===== src/ptt_pkg.sv =====
// Shared types and constants for the page table translator.
package ptt_pkg;

  localparam int VA_W      = 20;
  localparam int PA_W      = 18;
  localparam int IDX_W     = 6;
  localparam int FRAME_W   = 6;
  localparam int OP_W      = 3;
  localparam int ST_W      = 2;
  localparam int PAGE_SIZE = 4096;
  localparam int PAGE_BITS = $clog2(PAGE_SIZE);
  localparam int VPN_W     = VA_W - PAGE_BITS;

  localparam logic [VA_W-1:0] FAULT_NONE = '1;

  typedef enum logic [OP_W-1:0] {
    OP_READ      = 3'd0,
    OP_WRITE     = 3'd1,
    OP_MAP       = 3'd2,
    OP_CLEAR     = 3'd3,
    OP_CLEAR_ALL = 3'd4,
    OP_QUERY     = 3'd5
  } ptt_op_t;

  typedef enum logic [ST_W-1:0] {
    ST_OK    = 2'd0,
    ST_RANGE = 2'd1,
    ST_FAULT = 2'd2
  } ptt_status_t;

  typedef struct packed {
    logic [FRAME_W-1:0] frame;
    logic               accessed;
    logic               dirty;
  } ptt_entry_t;

  typedef struct packed {
    logic ram_we;
    logic set_valid;
    logic clr_valid;
    logic clr_all;
    logic fault;
  } ptt_ctl_t;

endpackage


===== src/page_table_translator_core.sv =====
// Page table translator top: input stage, table storage, result register.
// A single-level page table of NUM_PAGES entries translates 20-bit virtual
// addresses with 4 KiB pages into 18-bit physical addresses and also maps,
// clears, clears all and queries entries. One beat is taken every cycle
// while results drain. The accepting edge loads the input register and
// reads the entry RAM (frame, accessed, dirty), and the decoded result is
// registered when that beat advances out of the input stage. A result
// held by out_ready low stalls the input stage. Entry valid bits sit in
// flops, so clear all needs no sweep and none is needed after reset.
module page_table_translator_core #(
  parameter int NUM_PAGES = 64
) (
  input  logic                        clk,
  input  logic                        rst,
  input  logic                        in_valid,
  output logic                        in_ready,
  input  logic [ptt_pkg::OP_W-1:0]    opcode,
  input  logic [ptt_pkg::VA_W-1:0]    virtual_address,
  input  logic [ptt_pkg::IDX_W-1:0]   page_index,
  input  logic [ptt_pkg::FRAME_W-1:0] frame,
  output logic                        out_valid,
  input  logic                        out_ready,
  output logic [ptt_pkg::ST_W-1:0]    status,
  output logic [ptt_pkg::PA_W-1:0]    physical_address,
  output logic                        entry_valid,
  output logic [ptt_pkg::FRAME_W-1:0] entry_frame,
  output logic                        entry_accessed,
  output logic                        entry_dirty,
  output logic [ptt_pkg::VA_W-1:0]    fault_address
);
  import ptt_pkg::*;

  localparam int AW   = $clog2(NUM_PAGES);
  localparam int VB_N = 1 << AW;
  localparam int EW   = $bits(ptt_entry_t);

  // Input stage
  logic               s1_valid;
  logic [OP_W-1:0]    s1_op;
  logic [VA_W-1:0]    s1_va;
  logic [IDX_W-1:0]   s1_idx;
  logic [FRAME_W-1:0] s1_fr;
  logic [AW-1:0]      s1_addr;

  logic               in_fire;
  logic               advance;
  logic [31:0]        in_page32;
  logic [31:0]        in_idx32;
  logic [31:0]        in_sel32;
  logic [AW-1:0]      in_addr;

  // Table storage
  logic [VB_N-1:0]    valid_bits;
  logic [EW-1:0]      ram_q;
  logic               byp_valid;
  logic [AW-1:0]      byp_addr;
  ptt_entry_t         byp_data;
  ptt_entry_t         rd_entry;
  logic [VA_W-1:0]    last_fault;
  logic [VA_W-1:0]    last_fault_next;

  // Decode results
  ptt_status_t        x_status;
  logic [PA_W-1:0]    x_pa;
  logic               x_qvalid;
  ptt_entry_t         x_qentry;
  ptt_ctl_t           x_ctl;
  ptt_entry_t         x_wdata;

  assign advance  = s1_valid && (!out_valid || out_ready);
  assign in_ready = !s1_valid || advance;
  assign in_fire  = in_valid && in_ready;

  assign in_page32 = 32'(virtual_address[VA_W-1:PAGE_BITS]);
  assign in_idx32  = 32'(page_index);
  assign in_sel32  = (ptt_op_t'(opcode) == OP_READ || ptt_op_t'(opcode) == OP_WRITE)
                     ? in_page32 : in_idx32;
  assign in_addr   = in_sel32[AW-1:0];

  always_ff @(posedge clk) begin
    if (rst) begin
      s1_valid <= 1'b0;
    end else if (in_fire) begin
      s1_valid <= 1'b1;
    end else if (advance) begin
      s1_valid <= 1'b0;
    end
  end

  always_ff @(posedge clk) begin
    if (in_fire) begin
      s1_op   <= opcode;
      s1_va   <= virtual_address;
      s1_idx  <= page_index;
      s1_fr   <= frame;
      s1_addr <= in_addr;
    end
  end

  ptt_ram #(
    .WIDTH(EW),
    .DEPTH(NUM_PAGES)
  ) u_ram (
    .clk  (clk),
    .we   (advance && x_ctl.ram_we),
    .waddr(s1_addr),
    .wdata(x_wdata),
    .re   (in_fire),
    .raddr(in_addr),
    .rdata(ram_q)
  );

  // Forward the last write: it may land on the same edge as this beat's read.
  always_ff @(posedge clk) begin
    if (rst) begin
      byp_valid <= 1'b0;
    end else if (advance && x_ctl.ram_we) begin
      byp_valid <= 1'b1;
    end
  end

  always_ff @(posedge clk) begin
    if (advance && x_ctl.ram_we) begin
      byp_addr <= s1_addr;
      byp_data <= x_wdata;
    end
  end

  assign rd_entry = (byp_valid && byp_addr == s1_addr) ? byp_data : ptt_entry_t'(ram_q);

  ptt_exec #(
    .NUM_PAGES(NUM_PAGES)
  ) u_exec (
    .op             (s1_op),
    .va             (s1_va),
    .idx            (s1_idx),
    .fr             (s1_fr),
    .entry          (rd_entry),
    .entry_valid_bit(valid_bits[s1_addr]),
    .status         (x_status),
    .pa             (x_pa),
    .q_valid        (x_qvalid),
    .q_entry        (x_qentry),
    .ctl            (x_ctl),
    .wdata          (x_wdata)
  );

  always_ff @(posedge clk) begin
    if (rst) begin
      valid_bits <= '0;
    end else if (advance) begin
      if (x_ctl.clr_all) begin
        valid_bits <= '0;
      end else if (x_ctl.clr_valid) begin
        valid_bits[s1_addr] <= 1'b0;
      end else if (x_ctl.set_valid) begin
        valid_bits[s1_addr] <= 1'b1;
      end
    end
  end

  assign last_fault_next = x_ctl.fault ? s1_va : last_fault;

  always_ff @(posedge clk) begin
    if (rst) begin
      last_fault <= FAULT_NONE;
    end else if (advance) begin
      last_fault <= last_fault_next;
    end
  end

  // Result register
  always_ff @(posedge clk) begin
    if (rst) begin
      out_valid <= 1'b0;
    end else if (advance) begin
      out_valid <= 1'b1;
    end else if (out_ready) begin
      out_valid <= 1'b0;
    end
  end

  always_ff @(posedge clk) begin
    if (advance) begin
      status           <= x_status;
      physical_address <= x_pa;
      entry_valid      <= x_qvalid;
      entry_frame      <= x_qentry.frame;
      entry_accessed   <= x_qentry.accessed;
      entry_dirty      <= x_qentry.dirty;
      fault_address    <= last_fault_next;
    end
  end

  a_fault_record: assert property (@(posedge clk) disable iff (rst)
    advance && x_ctl.fault |=> last_fault == $past(s1_va))
    else $error("fault address not recorded");

  a_clear_all: assert property (@(posedge clk) disable iff (rst)
    advance && x_ctl.clr_all |=> valid_bits == '0)
    else $error("clear all left a valid entry");

  a_error_fields: assert property (@(posedge clk) disable iff (rst)
    out_valid && status != ST_OK |-> physical_address == '0 && !entry_valid)
    else $error("error result carries payload");

  a_result_fault: assert property (@(posedge clk) disable iff (rst)
    out_valid && status == ST_FAULT |-> fault_address == last_fault)
    else $error("fault result does not show recorded address");

endmodule


===== src/ptt_ram.sv =====
// Generic single-port-write, single-port-read RAM with registered read data.
module ptt_ram #(
  parameter int WIDTH = 8,
  parameter int DEPTH = 64
) (
  input  logic                     clk,
  input  logic                     we,
  input  logic [$clog2(DEPTH)-1:0] waddr,
  input  logic [WIDTH-1:0]         wdata,
  input  logic                     re,
  input  logic [$clog2(DEPTH)-1:0] raddr,
  output logic [WIDTH-1:0]         rdata
);

  logic [WIDTH-1:0] mem [DEPTH];

  always_ff @(posedge clk) begin
    if (we) begin
      mem[waddr] <= wdata;
    end
    if (re) begin
      rdata <= mem[raddr];
    end
  end

endmodule


===== src/ptt_exec.sv =====
// Operation decode: result fields and table update for one registered beat.
module ptt_exec #(
  parameter int NUM_PAGES = 64
) (
  input  logic [ptt_pkg::OP_W-1:0]    op,
  input  logic [ptt_pkg::VA_W-1:0]    va,
  input  logic [ptt_pkg::IDX_W-1:0]   idx,
  input  logic [ptt_pkg::FRAME_W-1:0] fr,
  input  ptt_pkg::ptt_entry_t         entry,
  input  logic                        entry_valid_bit,
  output ptt_pkg::ptt_status_t        status,
  output logic [ptt_pkg::PA_W-1:0]    pa,
  output logic                        q_valid,
  output ptt_pkg::ptt_entry_t         q_entry,
  output ptt_pkg::ptt_ctl_t           ctl,
  output ptt_pkg::ptt_entry_t         wdata
);
  import ptt_pkg::*;

  logic [VPN_W-1:0] page;
  logic             page_ok;
  logic             idx_ok;
  ptt_entry_t       cur;

  assign page    = va[VA_W-1:PAGE_BITS];
  assign page_ok = 32'(page) < 32'(NUM_PAGES);
  assign idx_ok  = 32'(idx) < 32'(NUM_PAGES);
  // An unmapped entry always reads as all zero.
  assign cur     = entry_valid_bit ? entry : '0;

  always_comb begin
    status  = ST_OK;
    pa      = '0;
    q_valid = 1'b0;
    q_entry = '0;
    ctl     = '0;
    wdata   = cur;
    case (ptt_op_t'(op))
      OP_READ, OP_WRITE: begin
        if (!page_ok) begin
          status = ST_RANGE;
        end else if (!entry_valid_bit) begin
          status    = ST_FAULT;
          ctl.fault = 1'b1;
        end else begin
          pa         = PA_W'({cur.frame, va[PAGE_BITS-1:0]});
          ctl.ram_we = 1'b1;
          if (ptt_op_t'(op) == OP_READ) begin
            wdata.accessed = 1'b1;
          end else begin
            wdata.dirty = 1'b1;
          end
        end
      end
      OP_MAP: begin
        if (!idx_ok) begin
          status = ST_RANGE;
        end else begin
          // Keep accessed and dirty when remapping a live entry.
          ctl.ram_we    = 1'b1;
          ctl.set_valid = 1'b1;
          wdata.frame   = fr;
        end
      end
      OP_CLEAR: begin
        if (!idx_ok) begin
          status = ST_RANGE;
        end else begin
          ctl.clr_valid = 1'b1;
        end
      end
      OP_CLEAR_ALL: begin
        ctl.clr_all = 1'b1;
      end
      OP_QUERY: begin
        if (!idx_ok) begin
          status = ST_RANGE;
        end else begin
          q_valid = entry_valid_bit;
          q_entry = cur;
        end
      end
      default: begin
        status = ST_OK;
      end
    endcase
  end

endmodule


===== config.mk =====
export PLATFORM = sky130hd
export DESIGN_NAME = page_table_translator_core
export DESIGN_NICKNAME = d
export VERILOG_FILES = /design/src/ptt_pkg.sv /design/src/page_table_translator_core.sv /design/src/ptt_ram.sv /design/src/ptt_exec.sv
export SDC_FILE = /design/constraint.sdc
export NUM_CORES = 1
export LEC_CHECK = 0
export ABC_AREA = 1
export BUFFER_PORTS_ARGS = -buffer_cell sky130_fd_sc_hd__buf_2
export CORE_ASPECT_RATIO = 0.75
export CORE_MARGIN = 3
export CORE_UTILIZATION = 46
export DETAILED_ROUTE_END_ITERATION = 7
export GPL_TIMING_DRIVEN = 1
export SLEW_MARGIN = 5
export SYNTH_ARGS = -nofsm -noshare
export SYNTH_HDL_FRONTEND = slang
export SYNTH_SLANG_ARGS = --single-unit

===== constraint.sdc =====
create_clock -name clk -period 5.6 [get_ports clk]
set_input_delay 0.56 -clock clk [delete_from_list [all_inputs] [get_ports clk]]
set_output_delay 0.56 -clock clk [all_outputs]
set_load 0.005 [all_outputs]

Yosys cells after proc, flatten, opt, wreduce, memory -nomap -nowiden. Memories as Yosys holds them, arrays and structs flattened. A register that Yosys moved wholly into a read port is not among the register bits. Index checks and enable logic that the tools add are counted.

Register bits: 185. ROM bits: 0. Memories: 1. Output and inout bits: 51. Input port bits: 39. Bits in latches: 0. Logic and storage cells: 88. Bits in writable memories: 512.

Add/subtract/negate cells: 0. Eq/ne operators: 7. Mux-type cells: 34. Bitwise operators: 3. Div/mod/pow operators: 0. Shift-type cells: 0. Magnitude comparators: 3. $mul: 0. Reduce and logical (&&, ||, !) cells: 19.

Memories: u_ram.mem (words 64, bits a word 8, read ports 1, clocked after memory_dff 1, write ports 1, RTL line ptt_ram.sv:15) `logic [WIDTH-1:0] mem [DEPTH];`.

Operators with widths (count): $mux W64 (3); $and A64 B64 Y64 (1); $not A64 Y64 (1); $or A64 B64 Y64 (1); $mux W20 (1); $mux W1 (19); $mux W8 (2); $mux W6 (2); $lt A8 B7 Y1 const B (1); $mux W2 (4); $lt A6 B7 Y1 const B (1); $bmux W1 S6 (1); $demux W1 S6 (1); $eq A3 B1 Y1 const B (2); $eq A3 B2 Y1 const B (2); $eq A3 B3 Y1 const B (2); $eq A6 B6 Y1 (1); $ge A6 B1 Y1 const B (1); $logic_not A3 Y1 (2); $logic_and A1 B1 Y1 (5); $reduce_and A2 Y1 (2); $reduce_bool A2 Y1 (2); $logic_or A1 B1 Y1 (3); $reduce_and A3 Y1 (1); other kinds (4) (5).

Logic depth before layout (Yosys ltp). Gate-level depths: netlist (run 1).

Depth after elaboration: 8. Mapped depth: 19. Depth with buffers taken out: 15.

Modules after synthesis. From an unflattened synthesis (run 1), not the netlist that was laid out.

Cell total of the unflattened synthesis: 2872. Area, all modules: 30381.6 um^2.

Modules (own cells, without submodules): ptt_ram (cells an instance 1805, area an instance 21419.3 um^2, times used 1); page_table_translator_core (cells an instance 965, area an instance 8494.4 um^2, times used 1); ptt_exec (cells an instance 102, area an instance 467.9 um^2, times used 1).

Worst setup path after synthesis (run 1). No wires, ideal clock.

Kind: reg-to-reg. Start point: reg s1_addr[1]. End point: reg byp_data[2] (netlist bit), data pin. Path buffers: 2. Required time: 4.890 ns. Period minus slack after synthesis: 4.841 ns. Cell stages (with the launch flop): 10. Data arrival time: 4.132 ns. Slack: 0.759 ns. Path through: edfxtp_1 inv_1 clkbuf_1 nand2_1 o21ai_0 nor3_1 nand4_1 clkbuf_1 o211ai_1 o21ai_0.

RTL lines: start: declaration (RTL line page_table_translator_core.sv:43) `logic [AW-1:0] s1_addr;`; start signal: assignment (RTL line page_table_translator_core.sv:96) `s1_addr <= in_addr;`; end signal: assignment (RTL line page_table_translator_core.sv:125) `byp_data <= x_wdata;`; end: declaration (RTL line page_table_translator_core.sv:57) `ptt_entry_t byp_data;`.

Worst setup path in the final report (run 1).
Start point: reg s1_addr[1]. End point: mem u_ram.mem[49][2], enable pin.

Word-level cells in the longest chain between the ends: 8.

RTL lines: $bmux W1 S6 (RTL line page_table_translator_core.sv:139) `.entry_valid_bit(valid_bits[s1_addr]),`; $mux W1 (implied by the code) (RTL line page_table_translator_core.sv:139); $mux W1 (RTL line ptt_exec.sv:42) `end else if (!entry_valid_bit) begin`; $mux W1 (RTL line ptt_exec.sv:40) `if (!page_ok) begin`; $pmux W1 S2 (RTL line ptt_exec.sv:38) `case (ptt_op_t'(op))`; $logic_and A1 B1 Y1 (RTL line page_table_translator_core.sv:105) `.we (advance && x_ctl.ram_we),`; $mux W1 (RTL line ptt_ram.sv:18) `if (we) begin`; $mux W1 (implied by the code) (RTL line ptt_ram.sv:19) `mem[waddr] <= wdata;`; end: declaration (RTL line ptt_ram.sv:15).

Parallel ways exist; a longest one is shown, timed or not. The select of a mux whose other input is x is not followed.

==> summary.md, run 1 <==
| Metric | Value |
|---|---|
| Status | `finished, final reports clean` |
| RSZ-0062 raised after global routing | `no` |
| CP max-delay cell | `nand2_2` |
| Post-synth top area share | `62.8%` |
| Multiplexer area fraction after synthesis | `0%` |
| Number of global-route vias before repair | `19300` |
| Clock sink count | `705` |
| Max clock buf depth | `3` |
| Fin worst setup slack | `1.09 ns` |
| Hold Path Class | `in2reg` |
| First-pass iteration count of the detailed router | `6` |
| First-pass GRT wire length | `121000 um` |
| Setup Buffers After CTS | `0` |
| Row count | `79` |
| CP Class | `reg2reg` |
| Sequential area share after synthesis | `68.7%` |
| Core Area | `0.0628 mm2` |
| CTS tree | `done` |
| Initial core utilization | `a little under half` |
| Worst-skew pair later-pin latency | `0.61 ns` |
| Post-cts sizing count | `0` |
| Tmin final | `roughly 4.5 ns` |
| CTS buffer count | `68` |
| Cell area after synthesis | `0.0295 mm2` |
| Die Y | `225 um` |
| Max-Slew Margin vs Limit | `roughly 22%` |
| Flops & latches, synth | `just over 700` |
| Synth Instances | `2695` |
| Initial antenna violation count | `0` |
| Pre-CTS WS | `1.18 ns` |
| Compound-Gate Fraction of Synth Area | `9.65%` |
| DP HPWL | `between 50000 and 60000 um` |
| Layout cells sized above 1 | `9.41%` |
| 1st-iter DRT viols | `between 2000 and 2500` |
| Area fraction in and, or, nand and nor cells after synthesis | `between 15 and 20%` |
| Nature of the critical path startpoint | `flip-flop` |
| Antenna cells | `0` |
| Yosys synthesis warning count | `0` |
| Layout area overhead | `11.6%` |
| Die area | `slightly below 0.07 mm2` |
| Area contributors post-synth | `edfxtp_1 63%, nand2_1 5.9%, dfxtp_1 5.9%, o211ai_1 5.1%, nor2_1 4.1%` |
| Count of unique library cells instantiated by Yosys | `32` |
| GP Congestion | `0.885` |
| PwrDens | `about 340 mW/mm2` |
| WP data required | `5.83 ns` |
| DRC | `0` |
| Post-DR wirelength/cell | `about 22 um` |
| Post-synthesis xor/xnor area fraction | `0.0593%` |
| Worst R2R Setup Slack | `approximately 1.1 ns` |
| GRT Total Usage | `23.9%` |
| Vias | `20500` |
| Clk slew on worst S/H paths | `0.07 ns` |
| Final hold violation count | `0` |
| Finished Cell Area | `0.0330 mm2` |
| Placed cell areas | `0.0308 mm2` |
| CP endpoint kind | `flip-flop` |
| Fmax | `222 MHz` |
| DRT Wirelength | `approximately 81000 um` |
| Post-Synth Adder-Cell Area | `0%` |
| Worst path cell trace | `inv_1 > nor2_1 > o211ai_1 > nand2_1 > o21ai_1 > nand2_1 > nor2_2 > nand2_4 > nand2_4 > nand2_1 > nand2_2 > buf_12 > nor2_1` |
| Main combinational cell family by area after synthesis | `simple AND/OR/NAND/NOR gates` |
| Yosys top cell by area | `edfxtp_1` |
| Largest net degree at the start of global routing | `109` |
| Hold WS | `0.124 ns` |
| Area of the multi-input gates | `a little under 0.008 mm2` |
| Least-Margin Pin Slew | `1.16 ns` |
| Clk root buf | `clkbuf_16` |
| Vias per cell | `5.65` |
| Seq. cell area | `roughly 0.020 mm2` |
| Utilization after layout | `roughly 53%` |
| Setup violators final | `0` |
| Most used cell, CP | `nand2_1` |
| Die Span X | `between 200 and 300 um` |
| CP top delay family | `simple AND/OR/NAND/NOR gates` |
| Critical path arrival | `4.74 ns` |
| Crit share post-route | `80.5%` |
| IR Drop Worst-Case VDD | `0.000294 V` |
| Buf/Inv on CP | `2` |
| H-Tree Depth | `3` |
| LEAKAGE | `11.7 nW` |
| Syn avg cell area | `11.0 um2` |
| CP max FO | `38` |
| Syn_nets | `2734` |
| Setup Total Neg Slack | `0 ns` |
| Ports | `90` |
| Port Buf Inserts | `89` |
| Nets | `2764` |
| GRT overflow | `0` |
| Hold buffers post-CTS | `0` |
| Worst path max stage delay | `0.64 ns` |
| Skew final | `roughly 0.02 ns` |
| Max-cap violations | `0` |
| Slew Viols, Final | `0` |
| FILL cells | `~5400` |
| Post-DRT Antenna Nets | `0` |
per-layer routing:
metal	global-route usage (%)	part of all wire, %	up-vias
li1	-	-	9468
met1	36.7	46	10000
met2	33.4	42	897
met3	6.41	10	112
met4	6.20	2.1	0
met5	0	0	-
registers in the layout, indices dropped and copies added, names as in the netlist, 3 cells and up:
register	count
fault_address	20
last_fault	20
byp_addr	6
s1_op	3
entry_frame	6
s1_addr	6
s1_fr	6
u_ram.mem	512
byp_data	8
valid_bits	64
physical_address	18
u_ram.rdata	8
s1_va	20
layout by cell type (no fill, tap or decap), drive strengths merged, types with 2 or more instances in the layout:
master    n
inv     243
o21bai    8
o21a     23
o211ai  201
buf     127
dfxtp    87
a21oi    22
nor3b     2
bufinv    4
or2       8
o21ai   197
nand2   468
nand3   187
nor2    326
clkbuf   95
edfxtp  618
nor3    131
clkinv   21
o22ai     2
cell usage after synthesis, drive strengths merged:
library cell  instances
nor3b                 2
dfxtp                87
or2                   8
o22ai                 2
o21ai               197
xnor2                 1
xor2                  1
inv                 243
o21a                 23
nand3               187
nand4                 1
nor2                326
o211ai              201
nand2               468
a21oi                22
nor3                131
edfxtp              618
buf                  60
clkinv                2
clkbuf              107
o21bai                8
through the flow:
step	power, mW	instances
detailed placement	6.87	3505
CTS	11.4	3624
floorplan	6.50	2695
finish	11.3	3624
global route	11.7	3624
global placement	6.86	3505
cell type report:
class	instances	area share, %
multi-input combinational	1578	23.4
clock buffer	95	5.91
timing repair buffer	127	2.44
inverter	245	2.79
sequential	705	61.6
clock inverter	24	0.641
tap	850	3.23
logic make-up (layout without fill, tap and decap cells):
group / Yosys count / count (layout)
DFF: 705 / 705
AOI/OAI and AO/OA: 453 / 453
xor gates and xnor gates: 2 / 2
buffers and inverters: 412 / 491
and+or+nand+nor: 1123 / 1123
power by group:
| part | total [mW] | internal, mW | switching [mW] |
|---|---|---|---|
| Sequential | 5.83 | 5.80 | 0.0283 |
| Combinational | 0.949 | 0.229 | 0.720 |
| Clock | 4.53 | 2.61 | 1.92 |
| Total | 11.3 | 8.64 | 2.67 |
worst register-to-register path, cell delays in order (launching register included):
cell and delay (ns):
edfxtp_1 0.62, inv_1 0.30, nor2_1 0.48, o211ai_1 0.17, nand2_1 0.10, o21ai_1 0.08, nand2_1 0.14, nor2_2 0.08
nand2_4 0.14, nand2_4 0.21, nand2_1 0.14, nand2_2 0.64, buf_12 0.47, nor2_1 0.59
path summary, 6_finish.rpt:
check / from / to / cells past startpoint
min: virtual_address[8] / s1_va[8]$_DFFE_PP_ / 1
min reg2reg: last_fault[7]$_SDFFE_PP1P_ / last_fault[7]$_SDFFE_PP1P_ / 2
max reg2reg: s1_addr[1]$_DFFE_PP_ / u_ram.mem[49][2]$_DFFE_PP_ / 13
max: s1_addr[1]$_DFFE_PP_ / u_ram.mem[49][2]$_DFFE_PP_ / 13
No activity file was read; power rests on OpenSTA's default activity.
==> run 2, diff against run 1 <==
==> constraint.sdc (replaced) <==
create_clock -name clk -period 3.9 [get_ports clk]
set_input_delay 0.39 -clock clk [delete_from_list [all_inputs] [get_ports clk]]
set_output_delay 0.39 -clock clk [all_outputs]
set_load 0.005 [all_outputs]
==> summary.md, run 2 (synthesis gave the netlist of run 1 again) <==
| Metric | Value |
|---|---|
| Status | `finished, final reports clean` |
| Placed cell areas | `0.0317 mm2` |
| Die Y | `225 um` |
| Top layer in use | `met5` |
| Met3 WL | `7820 um` |
| LEAKAGE | `12.4 nW` |
| Layout area overhead | `15.8%` |
| First-pass GRT wire length | `122000 um` |
| CP Class | `reg2reg` |
| Least-Margin Pin Slew | `1.13 ns` |
| CP max-delay cell | `edfxtp_1` |
| DRC | `0` |
| CP endpoint kind | `flip-flop` |
| Combinational power share | `8.8%` |
| Worst path max stage delay | `0.57 ns` |
| CP max FO | `30` |
| Row count | `79` |
| Initial antenna violation count | `2` |
| H-Tree Depth | `3` |
| Post-DRT Antenna Nets | `0` |
| RSZ-0062 raised after global routing | `no` |
| Max clock buf depth | `3` |
| Antenna cells | `0` |
| Leading registers by flop count | `u_ram.mem x512, valid_bits x64` |
| DP HPWL | `50700 um` |
| Layout cells sized above 1 | `~13%` |
| Setup Total Neg Slack | `0 ns` |
| Number of global-route vias before repair | `about 20000` |
| GRT overflow | `0` |
| Setup violators final | `0` |
| Port Buf Inserts | `89` |
| Largest net degree at the start of global routing | `130` |
| IR Drop Worst-Case VDD | `approximately 0.0004 V` |
| 1st-iter DRT viols | `~2500` |
| Hold Path Class | `in2reg` |
| Vias | `20900` |
| Fmax | `283 MHz` |
| Clk slew on worst S/H paths | `0.06 ns` |
| CP top delay family | `simple AND/OR/NAND/NOR gates` |
| Skew final | `0.0126 ns` |
| Most frequent cells in the layout | `618 x edfxtp_1, 460 x nand2_1, 323 x nor2_1` |
| Max reg flops | `512` |
| Nets | `2889` |
| Nature of the critical path startpoint | `flip-flop` |
| WP data required | `4.21 ns` |
| Vias per cell | `5.57` |
| Worst path cell trace | `inv_1 > nor2_1 > o211ai_1 > nand2_1 > o21ai_1 > nand2_1 > nor2_2 > nand2_4 > nand2_4 > nand2_1 > nand2_2 > buf_4 > inv_2` |
| Max-cap violations | `0` |
| Ports | `90` |
| Die area | `0.0673 mm2` |
| GP Congestion | `0.946` |
| M1 WL | `36700 um` |
| Tmin final | `roughly 3.5 ns` |
| Max-Slew Margin vs Limit | `24.8%` |
| Post-DR wirelength/cell | `roughly 22 um` |
| Post-cts sizing count | `0` |
| Setup Buffers After CTS | `0` |
| GRT Total Usage | `23.9%` |
| Biggest register | `u_ram.mem` |
| Most common cell after layout, fill and taps aside | `edfxtp_1` |
| Finished Cell Area | `0.0342 mm2` |
| Hold WS | `between 0.06 and 0.07 ns` |
| Die Span X | `299 um` |
| Final hold violation count | `0` |
| First-pass iteration count of the detailed router | `6` |
| Sw Ratio | `23.9%` |
| Cell internal pwr | `12.5 mW` |
| Met2 routed WL | `34900 um` |
| Clock sink count | `705` |
| Initial core utilization | `47.1%` |
| Clock power share | `40.2%` |
| Buf/Inv on CP | `3` |
| PwrDens | `480 mW/mm2` |
| DRT Wirelength | `81100 um` |
| Clk root buf | `clkbuf_16` |
| Most used cell, CP | `nand2_1` |
| CTS buffer count | `70` |
| Core Area | `approximately 0.063 mm2` |
| CTS tree | `done` |
| Slew Viols, Final | `0` |
| Crit share post-route | `about nine tenths` |
| Critical path arrival | `around 3.8 ns` |
| Psw | `a little under 4 mW` |
| Worst-skew pair later-pin latency | `0.62 ns` |
| Reg power frac | `51.0%` |
-- run 2: cell count changes in the layout (fill, tap and decap cells not counted) --
cell	change
inv_1	-1
buf_12	+12
buf_4	+82
clkinvlp_4	+3
inv_2	+1
clkinv_1	+6
clkbuf_1	-6
clkinv_2	+3
clkinv_4	-1
dlygate4sd3_1	+29
inv_6	+5
-- run 2: what timing repair did --
action | in CTS | in global routing
endpoints found under the setup margin | 0 | 0
hold buffers | 29 | 0
hold endpoints to repair | 29 | 0
-- run 2: layout make-up --
cell class | count | area (um2)
timing repair buffer | 250 | 1950
sequential | 705 | 20300
tap | 850 | 1060
clock inverter | 40 | 307
inverter | 245 | 920
clock buffer | 89 | 1930
multi-input combinational | 1578 | 7720
fill | 5364 | 28600
-- run 2: worst register-to-register path: cells and delay by family, from the launching register on --
family / cells / cell delay [ns]
buf+inv: 3 / 1.16
compound gates: 2 / 0.29
flops: 1 / 0.57
simple gates: 8 / 1.19
-- run 2: metal layers --
layer	vias up	global-route usage (%)
li1	9718	-
met1	10200	35.9
met2	852	35.0
met3	122	6.12
met4	2	5.82
met5	-	0
-- run 2: per-stage QoR --
stage | power [mW] | worst slack [ns] | cells | util [%]
2_1_floorplan | 9.32 | 0.172 | 2695 | -
3_3_place_gp | 9.92 | 0.516 | 3599 | 50.5
3_5_place_dp | 9.93 | 0.445 | 3599 | 50.5
4_1_cts | 16.5 | 0.456 | 3757 | 54.5
5_1_grt | 17.0 | 0.136 | 3757 | 54.5
6_report | 16.4 | 0.371 | 3757 | 54.5
-- run 2: path summary, 6_finish.rpt --
kind | from | to | slack, ns | cells after the start
worst max-delay path | s1_addr[1]$_DFFE_PP_ | byp_data[4]$_DFFE_PP_ | 0.37 | 13
worst min-delay path | in_valid | s1_valid$_SDFFE_PP0P_ | 0.07 | 3
worst max register to register | s1_addr[1]$_DFFE_PP_ | byp_data[4]$_DFFE_PP_ | 0.37 | 13
worst min register to register | last_fault[19]$_SDFFE_PP1P_ | last_fault[19]$_SDFFE_PP1P_ | 0.46 | 2
-- run 2: power by group through the flow --
stage | clock (mW) | combinational [mW] | sequential (mW)
2_1_floorplan | 0 | 0.799 | 8.52
3_3_place_gp | 0 | 1.39 | 8.52
3_5_place_dp | 0 | 1.41 | 8.53
4_1_cts | 6.70 | 1.44 | 8.37
5_1_grt | 7.03 | 1.57 | 8.37
6_report | 6.60 | 1.45 | 8.37
